File: src/rtl/slcp_pkg.sv
`default_nettype none

package slcp_pkg;

    typedef enum logic [1:0] {
        PH_HEADER = 2'd0,
        PH_SKIP   = 2'd1,
        PH_CMD    = 2'd2
    } t_phase;

    typedef enum logic [2:0] {
        K_DELAY   = 3'd0,
        K_DATA    = 3'd1,
        K_REG     = 3'd2,
        K_END     = 3'd3,
        K_BAD_OP  = 3'd4,
        K_BAD_VER = 3'd5
    } t_kind;

    localparam logic [7:0]  HEADER_BYTES  = 8'd64;
    localparam logic [7:0]  SKIP_END      = 8'd128;
    localparam logic [31:0] VER_PLAIN_MAX = 32'h0000_0150;
    localparam logic [31:0] VER_EXTENDED  = 32'h0000_0151;

    localparam logic [7:0] OP_DATA      = 8'h50;
    localparam logic [7:0] OP_SKIP_BYTE = 8'h4F;
    localparam logic [7:0] OP_REG_A     = 8'hA0;
    localparam logic [7:0] OP_REG_5E    = 8'h5E;
    localparam logic [7:0] OP_REG_5F    = 8'h5F;
    localparam logic [7:0] OP_WAIT      = 8'h61;
    localparam logic [7:0] OP_WAIT_NTSC = 8'h62;
    localparam logic [7:0] OP_WAIT_PAL  = 8'h63;
    localparam logic [7:0] OP_END       = 8'h66;
    localparam logic [3:0] OP_SHORT_HI  = 4'h7;

    localparam logic [15:0] DELAY_NTSC = 16'd735;
    localparam logic [15:0] DELAY_PAL  = 16'd882;

    typedef struct packed {
        t_phase      phase;
        logic [7:0]  byte_position;
        logic [31:0] version_word;
        logic [7:0]  pending_opcode;
        logic [7:0]  first_operand;
        logic [1:0]  operands_left;
    } t_state;

    localparam t_state ST_RESET = '{
        phase:          PH_HEADER,
        byte_position:  8'd0,
        version_word:   32'd0,
        pending_opcode: 8'd0,
        first_operand:  8'd0,
        operands_left:  2'd0
    };

    typedef struct packed {
        logic        valid;
        t_kind       kind;
        logic [15:0] delay_samples;
        logic [7:0]  reg_number;
        logic [7:0]  data_byte;
    } t_result;

endpackage

`default_nettype wire

File: src/rtl/slcp_decode.sv
`default_nettype none

module slcp_decode (
    input  slcp_pkg::t_state  i_state,
    input  logic [7:0]        i_byte,
    output slcp_pkg::t_state  o_state,
    output slcp_pkg::t_result o_result
);
    import slcp_pkg::*;

    logic [7:0]  pos_inc;
    logic [31:0] ver_upd;
    logic        is_short_wait;

    assign pos_inc       = i_state.byte_position + 8'd1;
    assign is_short_wait = (i_byte[7:4] == OP_SHORT_HI);

    // version word lives in header bytes 8..11, little endian
    always_comb begin
        ver_upd = i_state.version_word;
        if (i_state.byte_position[7:2] == 6'd2) begin
            unique case (i_state.byte_position[1:0])
                2'd0: ver_upd[7:0]   = ver_upd[7:0]   | i_byte;
                2'd1: ver_upd[15:8]  = ver_upd[15:8]  | i_byte;
                2'd2: ver_upd[23:16] = ver_upd[23:16] | i_byte;
                default: ver_upd[31:24] = ver_upd[31:24] | i_byte;
            endcase
        end
    end

    // next state
    always_comb begin
        o_state = i_state;
        unique case (i_state.phase)
            PH_SKIP: begin
                o_state.byte_position = pos_inc;
                if (pos_inc >= SKIP_END) begin
                    o_state.phase         = PH_CMD;
                    o_state.operands_left = 2'd0;
                end
            end
            PH_CMD: begin
                priority if (i_state.operands_left >= 2'd2) begin
                    o_state.first_operand = i_byte;
                    o_state.operands_left = 2'd1;
                end else if (i_state.operands_left == 2'd1) begin
                    o_state.operands_left = 2'd0;
                end else begin
                    o_state.pending_opcode = i_byte;
                    if (!is_short_wait) begin
                        unique case (i_byte)
                            OP_WAIT, OP_REG_A, OP_REG_5E, OP_REG_5F:
                                o_state.operands_left = 2'd2;
                            OP_DATA, OP_SKIP_BYTE:
                                o_state.operands_left = 2'd1;
                            OP_WAIT_NTSC, OP_WAIT_PAL: ;
                            default: o_state = ST_RESET; // end or bad opcode
                        endcase
                    end
                end
            end
            default: begin
                o_state.version_word  = ver_upd;
                o_state.byte_position = pos_inc;
                if (pos_inc == HEADER_BYTES) begin
                    priority if (ver_upd <= VER_PLAIN_MAX) begin
                        o_state.phase         = PH_CMD;
                        o_state.operands_left = 2'd0;
                    end else if (ver_upd == VER_EXTENDED) begin
                        o_state.phase = PH_SKIP;
                    end else begin
                        o_state = ST_RESET;
                    end
                end
            end
        endcase
    end

    // result
    always_comb begin
        o_result = '{valid: 1'b0, kind: K_DELAY, delay_samples: 16'd0,
                     reg_number: 8'd0, data_byte: 8'd0};
        unique case (i_state.phase)
            PH_SKIP: ;
            PH_CMD: begin
                priority if (i_state.operands_left >= 2'd2) begin
                end else if (i_state.operands_left == 2'd1) begin
                    unique case (i_state.pending_opcode)
                        OP_WAIT: begin
                            o_result.valid         = 1'b1;
                            o_result.kind          = K_DELAY;
                            o_result.delay_samples = {i_byte, i_state.first_operand};
                        end
                        OP_DATA: begin
                            o_result.valid     = 1'b1;
                            o_result.kind      = K_DATA;
                            o_result.data_byte = i_byte;
                        end
                        OP_REG_A, OP_REG_5E, OP_REG_5F: begin
                            o_result.valid      = 1'b1;
                            o_result.kind       = K_REG;
                            o_result.reg_number = i_state.first_operand;
                            o_result.data_byte  = i_byte;
                        end
                        default: ;
                    endcase
                end else if (is_short_wait) begin
                    o_result.valid         = 1'b1;
                    o_result.kind          = K_DELAY;
                    o_result.delay_samples = {12'd0, i_byte[3:0]} + 16'd1;
                end else begin
                    unique case (i_byte)
                        OP_WAIT, OP_REG_A, OP_REG_5E, OP_REG_5F,
                        OP_DATA, OP_SKIP_BYTE: ;
                        OP_WAIT_NTSC: begin
                            o_result.valid         = 1'b1;
                            o_result.delay_samples = DELAY_NTSC;
                        end
                        OP_WAIT_PAL: begin
                            o_result.valid         = 1'b1;
                            o_result.delay_samples = DELAY_PAL;
                        end
                        OP_END: begin
                            o_result.valid = 1'b1;
                            o_result.kind  = K_END;
                        end
                        default: begin
                            o_result.valid = 1'b1;
                            o_result.kind  = K_BAD_OP;
                        end
                    endcase
                end
            end
            default: begin
                if (pos_inc == HEADER_BYTES && ver_upd > VER_PLAIN_MAX
                        && ver_upd != VER_EXTENDED) begin
                    o_result.valid = 1'b1;
                    o_result.kind  = K_BAD_VER;
                end
            end
        endcase
    end

endmodule

`default_nettype wire

File: src/rtl/sound_log_command_parser.sv
// Throughput: one byte per cycle while the sink takes results; the byte waits in the input
// register, passes one decode step, and its result (if any) goes to the result register.
// Decode state updates once per byte, so back-to-back bytes never stall unless the sink stalls.
// Reset (synchronous, active low): header phase, position and version cleared, both stages empty.
`default_nettype none

module sound_log_command_parser (
    input  logic        i_clk,
    input  logic        i_rst_n,
    // byte input channel
    input  logic        i_valid,
    output logic        o_stall,
    input  logic [7:0]  i_byte_value,
    // result channel
    output logic        o_valid,
    input  logic        i_stall,
    output logic [2:0]  o_kind,
    output logic [15:0] o_delay_samples,
    output logic [7:0]  o_reg_number,
    output logic [7:0]  o_data_byte
);
    import slcp_pkg::*;

    // input stage
    logic       r_in_valid;
    logic [7:0] r_in_byte;

    // parser state, advanced once per byte
    t_state  r_state;
    t_state  n_state;
    t_result dec_result;

    // result register
    logic        r_out_valid;
    t_kind       r_kind;
    logic [15:0] r_delay_samples;
    logic [7:0]  r_reg_number;
    logic [7:0]  r_data_byte;

    logic out_free;   // result register can take a new value this cycle
    logic proceed;    // byte in the input stage is decoded this cycle
    logic in_take;    // input transfer this cycle

    assign out_free = !r_out_valid || !i_stall;
    assign proceed  = r_in_valid && out_free;
    assign o_stall  = r_in_valid && !out_free;
    assign in_take  = i_valid && !o_stall;

    slcp_decode u_decode (
        .i_state  (r_state),
        .i_byte   (r_in_byte),
        .o_state  (n_state),
        .o_result (dec_result)
    );

    // input stage: refills in the same cycle that the held byte is decoded
    always_ff @(posedge i_clk) begin
        if (!i_rst_n) begin
            r_in_valid <= 1'b0;
        end else if (!r_in_valid || proceed) begin
            r_in_valid <= in_take;
        end
    end

    always_ff @(posedge i_clk) begin
        if (in_take) begin
            r_in_byte <= i_byte_value;
        end
    end

    // parser state
    always_ff @(posedge i_clk) begin
        if (!i_rst_n) begin
            r_state <= ST_RESET;
        end else if (proceed) begin
            r_state <= n_state;
        end
    end

    // result register; bytes without a result just leave it empty
    always_ff @(posedge i_clk) begin
        if (!i_rst_n) begin
            r_out_valid <= 1'b0;
        end else if (out_free) begin
            r_out_valid <= proceed && dec_result.valid;
        end
    end

    always_ff @(posedge i_clk) begin
        if (proceed && dec_result.valid) begin
            r_kind          <= dec_result.kind;
            r_delay_samples <= dec_result.delay_samples;
            r_reg_number    <= dec_result.reg_number;
            r_data_byte     <= dec_result.data_byte;
        end
    end

    assign o_valid         = r_out_valid;
    assign o_kind          = 3'(r_kind);
    assign o_delay_samples = r_delay_samples;
    assign o_reg_number    = r_reg_number;
    assign o_data_byte     = r_data_byte;

endmodule

`default_nettype wire

File: config.mk
export PLATFORM = sky130hd
export DESIGN_NAME = sound_log_command_parser
export DESIGN_NICKNAME = d
export VERILOG_FILES = /design/src/rtl/slcp_pkg.sv /design/src/rtl/slcp_decode.sv /design/src/rtl/sound_log_command_parser.sv
export SDC_FILE = /design/constraint.sdc
export NUM_CORES = 1
export LEC_CHECK = 0
export ABC_AREA = 1
export BUFFER_PORTS_ARGS = -buffer_cell sky130_fd_sc_hd__buf_2
export CAP_MARGIN = 20
export CORE_UTILIZATION = 60
export DETAILED_ROUTE_END_ITERATION = 10
export HOLD_SLACK_MARGIN = 0.15
export PLACE_DENSITY = 0.84
export SLEW_MARGIN = 10
export SYNTH_ARGS = -nofsm -noshare
export SYNTH_HDL_FRONTEND = slang
export SYNTH_SLANG_ARGS = --single-unit
File: constraint.sdc
create_clock -name i_clk -period 6.1 [get_ports i_clk]
set_clock_uncertainty 0.05 [all_clocks]
set_input_delay 1.22 -clock i_clk [delete_from_list [all_inputs] [get_ports i_clk]]
set_output_delay 1.22 -clock i_clk [all_outputs]
set_load 0.05 [all_outputs]
# Word-level counts from Yosys, hierarchy flattened
# Cells that the tools add are included.
totals:
  register_bits: 105
  input_bits: 12
  output_inout_bits: 37
  word_cells: 134
classes:
  add_sub_neg: 2
  n_lt_le_gt_ge: 4
  n_eq_ne: 37
  mux: 36
  bitwise: 9
  reduce_logical: 33
ops:
  columns: ["operator", "count"]
  rows:
  - ["$mux W58", 3]
  - ["$mux W60", 2]
  - ["$eq A8 B7 Y1 const B", 13]
  - ["$pmux W48 S2", 1]
  - ["$mux W56", 1]
  - ["$mux W50", 1]
  - ["$mux W8", 6]
  - ["$mux W20", 2]
  - ["$pmux W10 S2", 2]
  - ["$mux W36", 1]
  - ["$eq A32 B9 Y1 const B", 1]
  - ["$gt A32 B9 Y1 const B", 1]
  - ["$le A32 B9 Y1 const B", 1]
  - ["$mux W16", 2]
  - ["$mux W32", 1]
  - ["$ne A32 B9 Y1 const B", 1]
  - ["$or A8 B8 Y8", 4]
  - ["$eq A8 B8 Y1 const B", 2]
  - ["$reduce_or A4 Y1", 4]
  - ["$reduce_and A7 Y1", 2]
  - ["$ne A2 B2 Y1 const B", 6]
  - ["$pmux W4 S3", 1]
  - ["$reduce_and A6 Y1", 2]
  - ["$mux W10", 1]
  - ["other kinds (34)", 60]

# Logic depth before layout (Yosys ltp)
# Gate-level depths: netlist of the first run.
logic_depth:
  depth_word: 10
  depth_mapped: 19

# By module
# From an unflattened synthesis of the first run, not the netlist that was laid out.
hier_totals:
  cells_unflattened: 1190
  area_unflattened_um2: 7497.2
by_module_without_submodules:
  columns: ["mod", "instances", "cells_per_inst", "area_each_um2"]
  rows:
  - ["sound_log_command_parser", 1, 453, 4050.1]
  - ["slcp_decode", 1, 737, 3447.1]

# Worst setup path after synthesis of the first run
# No wires, ideal clock.
synth_timing:
  path_type: "input to output"
  startpoint: "in i_stall"
  endpoint: "out o_stall"
  arrival_time_ns: 1.993
  required_time_ns: 4.830
  path_slack_ns: 2.837
  stages: 2
  path_buffers: 0
  path_cell_list: "nand2_1 nor2_1"
synth_between:
  elab_chain_len: 4
synth_lines:
  columns: ["item", "line", "source"]
  rows:
  - ["start: declaration", "sound_log_command_parser.sv:16", "input logic i_stall,"]
  - ["$logic_not A1 Y1", "sound_log_command_parser.sv:44", "assign out_free = !r_out_valid || !i_stall;"]
  - ["$logic_or A1 B1 Y1", "sound_log_command_parser.sv:44", null]
  - ["$logic_not A1 Y1", "sound_log_command_parser.sv:46", "assign o_stall = r_in_valid && !out_free;"]
  - ["$logic_and A1 B1 Y1", "sound_log_command_parser.sv:46", null]
  - ["end: declaration", "sound_log_command_parser.sv:12", "output logic o_stall,"]
# Every way passes these cells.

# Worst setup path in the final report of the first run
layout_timing:
  startpoint: "reg r_state[54] (netlist name)"
  endpoint: "reg r_reg_number[5] (netlist: o_reg_number[5]) (enable)"
layout_between:
  elab_chain_len: 8
layout_lines:
  columns: ["item", "line", "source"]
  rows:
  - ["start: declaration", "sound_log_command_parser.sv:29", "t_state r_state;"]
  - ["start signal: assignment", "sound_log_command_parser.sv:76", "r_state <= n_state;"]
  - ["$eq A6 B2 Y1", "slcp_decode.sv:21", "if (i_state.byte_position[7:2] == 6'd2) begin"]
  - ["$mux W32", "slcp_decode.sv:21", null]
  - ["$gt A32 B9 Y1", "slcp_decode.sv:135", "if (pos_inc == HEADER_BYTES && ver_upd > VER_PLAIN_MAX"]
  - ["$logic_and A1 B1 Y1", "slcp_decode.sv:135", null]
  - ["$logic_and A1 B1 Y1 (*)", "slcp_decode.sv:136", "&& ver_upd != VER_EXTENDED) begin"]
  - ["$mux W4 (*)", "slcp_decode.sv:135", null]
  - ["$pmux W4 S2 (*)", "slcp_decode.sv:83", "unique case (i_state.phase)"]
  - ["$logic_and A1 B1 Y1 (*)", "sound_log_command_parser.sv:90", "if (proceed && dec_result.valid) begin"]
  - ["end signal: assignment", "sound_log_command_parser.sv:93", "r_reg_number <= dec_result.reg_number;"]
  - ["end: declaration", "sound_log_command_parser.sv:37", "logic [7:0] r_reg_number;"]
# Every way passes the cells marked *; elsewhere a longest branch is shown, timed or not.
# A chain may end at the register's enable or synchronous reset.

==> results.ini, run 1 <==
[synthesis]
yosys.cell_types.count = 43
ys.flop_type = dfxtp_1
syn_area_per_cell_um2 = 7.91
synth_warnings = 0
synthesis.area_um2 = 5950
synth_edf_count = 43
seq_area_frac_synth = 0.426
synth_nets = 775
async_flop_share = 0
ys_ff_latch = 105
synth_cells = 752

[sta]
setup_viol = 0
tightest_slew_ns = 0.944
hold_violations = 0
fin_crit_ns = 3.41
grt_setup_unrepaired = no
maxSlewHeadroom = 0.371
slew_violations = 0
fmax_ghz = 0.293
setup-tns-final_ns = 0
fin_crit_sh = 0.559

[worst_setup_path]
critPathRequiredTime_ns = 6.15
crit_chain = nor2_4 -> nand3_4 -> o21bai_2 -> nand2_1 -> nor2_1 -> nand2_1 -> nand2_1 -> nand2_1 -> nand2_2 -> nand4_1 -> nand2_1 -> nand2_1 -> inv_1 -> buf_16
endpoint_kind = flop
cp_max_fo = 40
worstPathArrival_ns = 3.46
crit_path_frequent_cell = nand2_1
worstSetupPathType = flop to flop
slowest_delay_ns = 0.44
path_buf_inv = 2
cp_top_family = simple AND/OR/NAND/NOR gates
worst_path_max_delay_cell = nand3_4
startpoint_type = flop

[run]
maxCapViolCount = 0

[final_layout]
diodes = 0
layout_common_cells = 180 x nand2_1, 119 x nor2_1, 82 x inv_1
fin_util = 0.680
multi_input_area_um2 = 2910
area_delta_synth_final_pct = 7.68
drive_above_1_share = 0.166
register_area_um2 = 2530
fill_cells = 739
fin_cells = 920
nets = 809
final_common_cell = nand2_1

[clock_tree]
cts-buffers-inserted = 9
cts_setup_buffers = 0
ctsResizeCount = 0
tritoncts = done
htree_levels = 3
clock_latency_ns = 0.39
clk_pin_slew_ns = 0.11
clock-root-buffer = clkbuf_8
clock_path_buffers = 2
hold_buffers = 0
cts_sinks = 105

[routing]
dr_total_vias = 5099
drt_drc_violations_left = 0
final_antenna_net_count = 0
first_pass_iters = 5
wl_per_cell_um = 14.3
drt_iter0_drc = 354
routed_wl_mm = 13.2
via_per_inst = 5.54

[die]
start_util = 0.632
fp.dieH_um = 102
core_area_um2 = 9420
num_rows = 35
dieArea_um2 = 10300
die_x_um = 102
io_pins = 49

[global_route]
grt_pass1_vias = 4781
grt_usage = 0.275
gr-total-overflow = 0
grt_pass1_wl_mm = 21.8
antenna_found_initial = 0
grt_max_degree = 41

[placement]
placed_cells = 904
portBuffers = 48
dp_hpwl_mm = 9.40
gp_congestion = 0.915

[run_status]
status = complete, no violations

[power]
p_leak_nw = 2.54
ir_worst_vdd_v = 0.000152
p_per_area_nw_per_um2 = 204
finalPower_mw = 1.31

[min_path]
min_path_type = flop to flop

==> registers in the layout, summed over array words and instances (netlist names) <==
register / flops
r_state: 60
r_in_valid: 1
o_kind: 3
o_data_byte: 8
o_reg_number: 8
o_delay_samples: 16
o_valid: 1
r_in_byte: 8
==> path summary, 6_finish.rpt <==
kind / start / endpoint / slack (ns) / cells after the start
max: r_state[54] / o_reg_number[5] / 2.69 / 14
max reg2reg: r_state[54] / o_reg_number[5] / 2.69 / 14
min reg2reg: r_state[42] / r_state[42] / 0.42 / 2
min: r_state[42] / r_state[42] / 0.42 / 2
==> kinds of logic (layout without fill, tap and decap cells) <==
group                      Yosys count  after routing  synth area share
DFF                                105            105             0.426
xor gates and xnor gates             3              3           0.00442
buffers and inverters              112            151            0.0850
and+or+nand+nor                    387            387             0.277
adders and majority gates           11             11            0.0231
AOI/OAI and AO/OA                  134            134             0.184
==> final cells by class <==
class | instances | share of cell area
multi-input combinational | 535 | 0.454
sequential | 105 | 0.395
inverter | 85 | 0.0498
timing repair buffer | 50 | 0.0461
tap | 129 | 0.0252
clock buffer | 9 | 0.0193
clock inverter | 7 | 0.00977
==> power breakdown <==
group	internal, mW	leakage [nW]	total [mW]	switching (mW)
logic	0.0354	1.46	0.131	0.0951
registers	0.735	0.986	0.754	0.0193
clock network	0.157	0.0928	0.425	0.268
==> tightest hold or removal path, delay by kind of cell (launching register included) <==
family          cells  cell delay, ns
compound gates      1            0.06
flops               1            0.33
simple gates        1            0.06
==> synthesized netlist by cell type, drive strengths merged (2+ instances only) <==
cell type,number,share of area
nor2,125,0.083
dfxtp,62,0.21
o21ai,36,0.033
inv,84,0.053
a31oi,4,0.0042
o21bai,12,0.020
nor4,4,0.0042
edfxtp,43,0.22
a211oi,2,0.0034
ha,11,0.023
nor3,13,0.011
o21a,3,0.0038
or2,8,0.0084
clkbuf,13,0.0082
nand3,44,0.042
nand2,186,0.12
xor2,2,0.0029
buf,14,0.023
nand4,6,0.0074
a21oi,72,0.11
a22oi,2,0.0025
==> per-stage QoR <==
stage          hold WS (ns)  setup WS (ns)  instance area [µm²]
2_1_floorplan         0.390           2.84                 5950
3_3_place_gp          0.402           2.21                 6160
3_5_place_dp          0.410           2.49                 6220
4_1_cts               0.426           2.72                 6400
5_1_grt               0.459           2.28                 6400
6_report              0.423           2.69                 6400
==> metal layers <==
metal	share of wire	track usage	vias up
met5	0	0	-
met4	0.040	0.153	0
met3	0.062	0.0435	47
met2	0.48	0.471	199
met1	0.42	0.331	2345
li1	-	-	2508
(Power assumes the default switching activity.)
==> inputs of run 2 (changes only) <==
==> constraint.sdc (replaced) <==
create_clock -name i_clk -period 3.23 [get_ports i_clk]
set_clock_uncertainty 0.05 [all_clocks]
set_input_delay 0.646 -clock i_clk [delete_from_list [all_inputs] [get_ports i_clk]]
set_output_delay 0.646 -clock i_clk [all_outputs]
set_load 0.05 [all_outputs]
==> run 2 against run 1 <==
Clock power increased by 90%. Combinational power grew 100%. Die area unchanged. First-iteration DRC count fell by 42%. Largest power group unchanged. Non-clock buffer count is 8 higher. Critical endpoint is now r_state[26]. Sequential share of layout area is 0.40 points lower. Count of clock-buffer cells in the layout stayed put. Global-route usage up 0.79 points. Critical path depth down 2. Via count decreased by 1.0%.
==> results.ini, run 2 (synthesis gave the netlist of run 1 again) <==
[die]
start_util = 0.632
num_rows = 35
core_area_um2 = 9420
io_pins = 49
dieArea_um2 = 10300
die_x_um = 102
fp.dieH_um = 102

[placement]
portBuffers = 48
gp_congestion = 0.932
placed_cells = 912
dp_hpwl_mm = 9.83
dp_worst_setup_slack_ns = 0.389

[routing]
drt_drc_violations_left = 0
wl_per_cell_um = 14.6
drt_iter0_drc = 207
first_pass_iters = 5
via_per_inst = 5.44
routed_wl_mm = 13.5
dr_total_vias = 5047
final_antenna_net_count = 0

[run_status]
status = complete, no violations

[worst_setup_path]
path_buf_inv = 1
cp_max_fo = 40
endpoint_kind = flop
cp_top_family = simple AND/OR/NAND/NOR gates
critPathRequiredTime_ns = 3.50
startpoint_type = flop
crit_chain = nor2_4 -> nand3_4 -> o21ai_1 -> nand2_1 -> nor2_1 -> nand2_1 -> nor2_4 -> nand2_2 -> nand3_2 -> nand3_4 -> buf_12 -> a21oi_4
slowest_delay_ns = 0.42
worstPathArrival_ns = 3.15
worst_path_max_delay_cell = nand3_4
worstSetupPathType = flop to flop

[clock_tree]
htree_levels = 3
clock_latency_ns = 0.38
cts_setup_buffers = 0
hold_buffers = 0
clk_pin_slew_ns = 0.12
clock-root-buffer = clkbuf_8
clock_path_buffers = 2
cts_sinks = 105
cts-buffers-inserted = 9
tritoncts = done
ctsResizeCount = 0

[power]
p_leak_nw = 2.58
seqPwrFrac = 0.569
internal_power_mw = 1.76
p_per_area_nw_per_um2 = 385
switching_share = 0.292
p_clk_frac = 0.325
combPwrFrac = 0.106
ir_worst_vdd_v = 0.000216
power.switching_uw = 728

[sta]
whs_ns = 0.384
fin_crit_sh = 0.895
fin_crit_ns = 2.89
slew_violations = 0
fmax_ghz = 0.346
hold_violations = 0
maxSlewHeadroom = 0.430
setup-tns-final_ns = 0
tightest_slew_ns = 0.854
setup_viol = 0
grt_setup_unrepaired = no
postLayoutSetupSlackWorst_ns = 0.340

[final_layout]
drive_above_1_share = 0.175
fin_util = 0.687
diodes = 0
final_common_cell = nand2_1
largest_register = r_state
largest_reg_flops = 60
area_delta_synth_final_pct = 8.77
nets = 817
layout_common_cells = 180 x nand2_1, 119 x nor2_1, 82 x inv_1
fin_cells = 928

[min_path]
min_path_type = input pin to flop

[global_route]
grt_pass1_vias = 4899
gr-total-overflow = 0
antenna_found_initial = 0
grt_usage = 0.283
grt_max_degree = 41
grt_pass1_wl_mm = 22.4

[run]
maxCapViolCount = 0

[run 2: changes by cell type in the layout (fill, tap and decap cells not counted), sizes merged]
cell      change
buf           +8
clkinv        +1
clkinvlp      -1
[run 2: power groups by stage]
stage / Sequential (mW) / Combinational, mW / Clock [mW]
floorplan: 1.43 / 0.215 / 0
global placement: 1.45 / 0.251 / 0
detailed placement: 1.45 / 0.259 / 0
CTS: 1.42 / 0.260 / 0.812
global route: 1.42 / 0.291 / 0.871
finish: 1.42 / 0.264 / 0.809
[run 2: worst paths after layout]
path                   startpoint           end  slack [ns]  depth (start not counted)
setup reg to reg      r_state[54]   r_state[26]        0.34                         12
setup / recovery      r_state[54]   r_state[26]        0.34                         12
hold reg to reg       r_state[42]   r_state[42]        0.44                          2
hold / removal    i_byte_value[0]  r_in_byte[0]        0.38                          1
[run 2: worst register-to-register path, cell delays in order (launching register included)]
cell and delay (ns):
dfxtp_1 0.41, nor2_4 0.26, nand3_4 0.43, o21ai_1 0.34, nand2_1 0.08, nor2_1 0.10, nand2_1 0.10, nor2_4 0.16
nand2_2 0.10, nand3_2 0.10, nand3_4 0.28, buf_12 0.30, a21oi_4 0.12
[run 2: metrics by stage]
stage	area (µm²)	power [mW]
3_3_place_gp	6270	1.70
6_report	6470	2.49
4_1_cts	6470	2.49
2_1_floorplan	5950	1.64
5_1_grt	6470	2.58
3_5_place_dp	6270	1.71
[run 2: cell type report]
class,count,area [µm²]
clock buffers,9,124
clock inverters,7,70.1
fillers,765,2950
inverters,85,319
multi-input cells,535,2910
flip-flops and latches,105,2530
well taps,129,161
repair buffers,58,353
[run 2: layer usage]
layer | vias up | global-route usage | share of wire
li1 | 2526 | - | -
met1 | 2322 | 0.354 | 0.44
met2 | 161 | 0.474 | 0.47
met3 | 38 | 0.0407 | 0.049
met4 | 0 | 0.153 | 0.035
met5 | - | 0 | 0
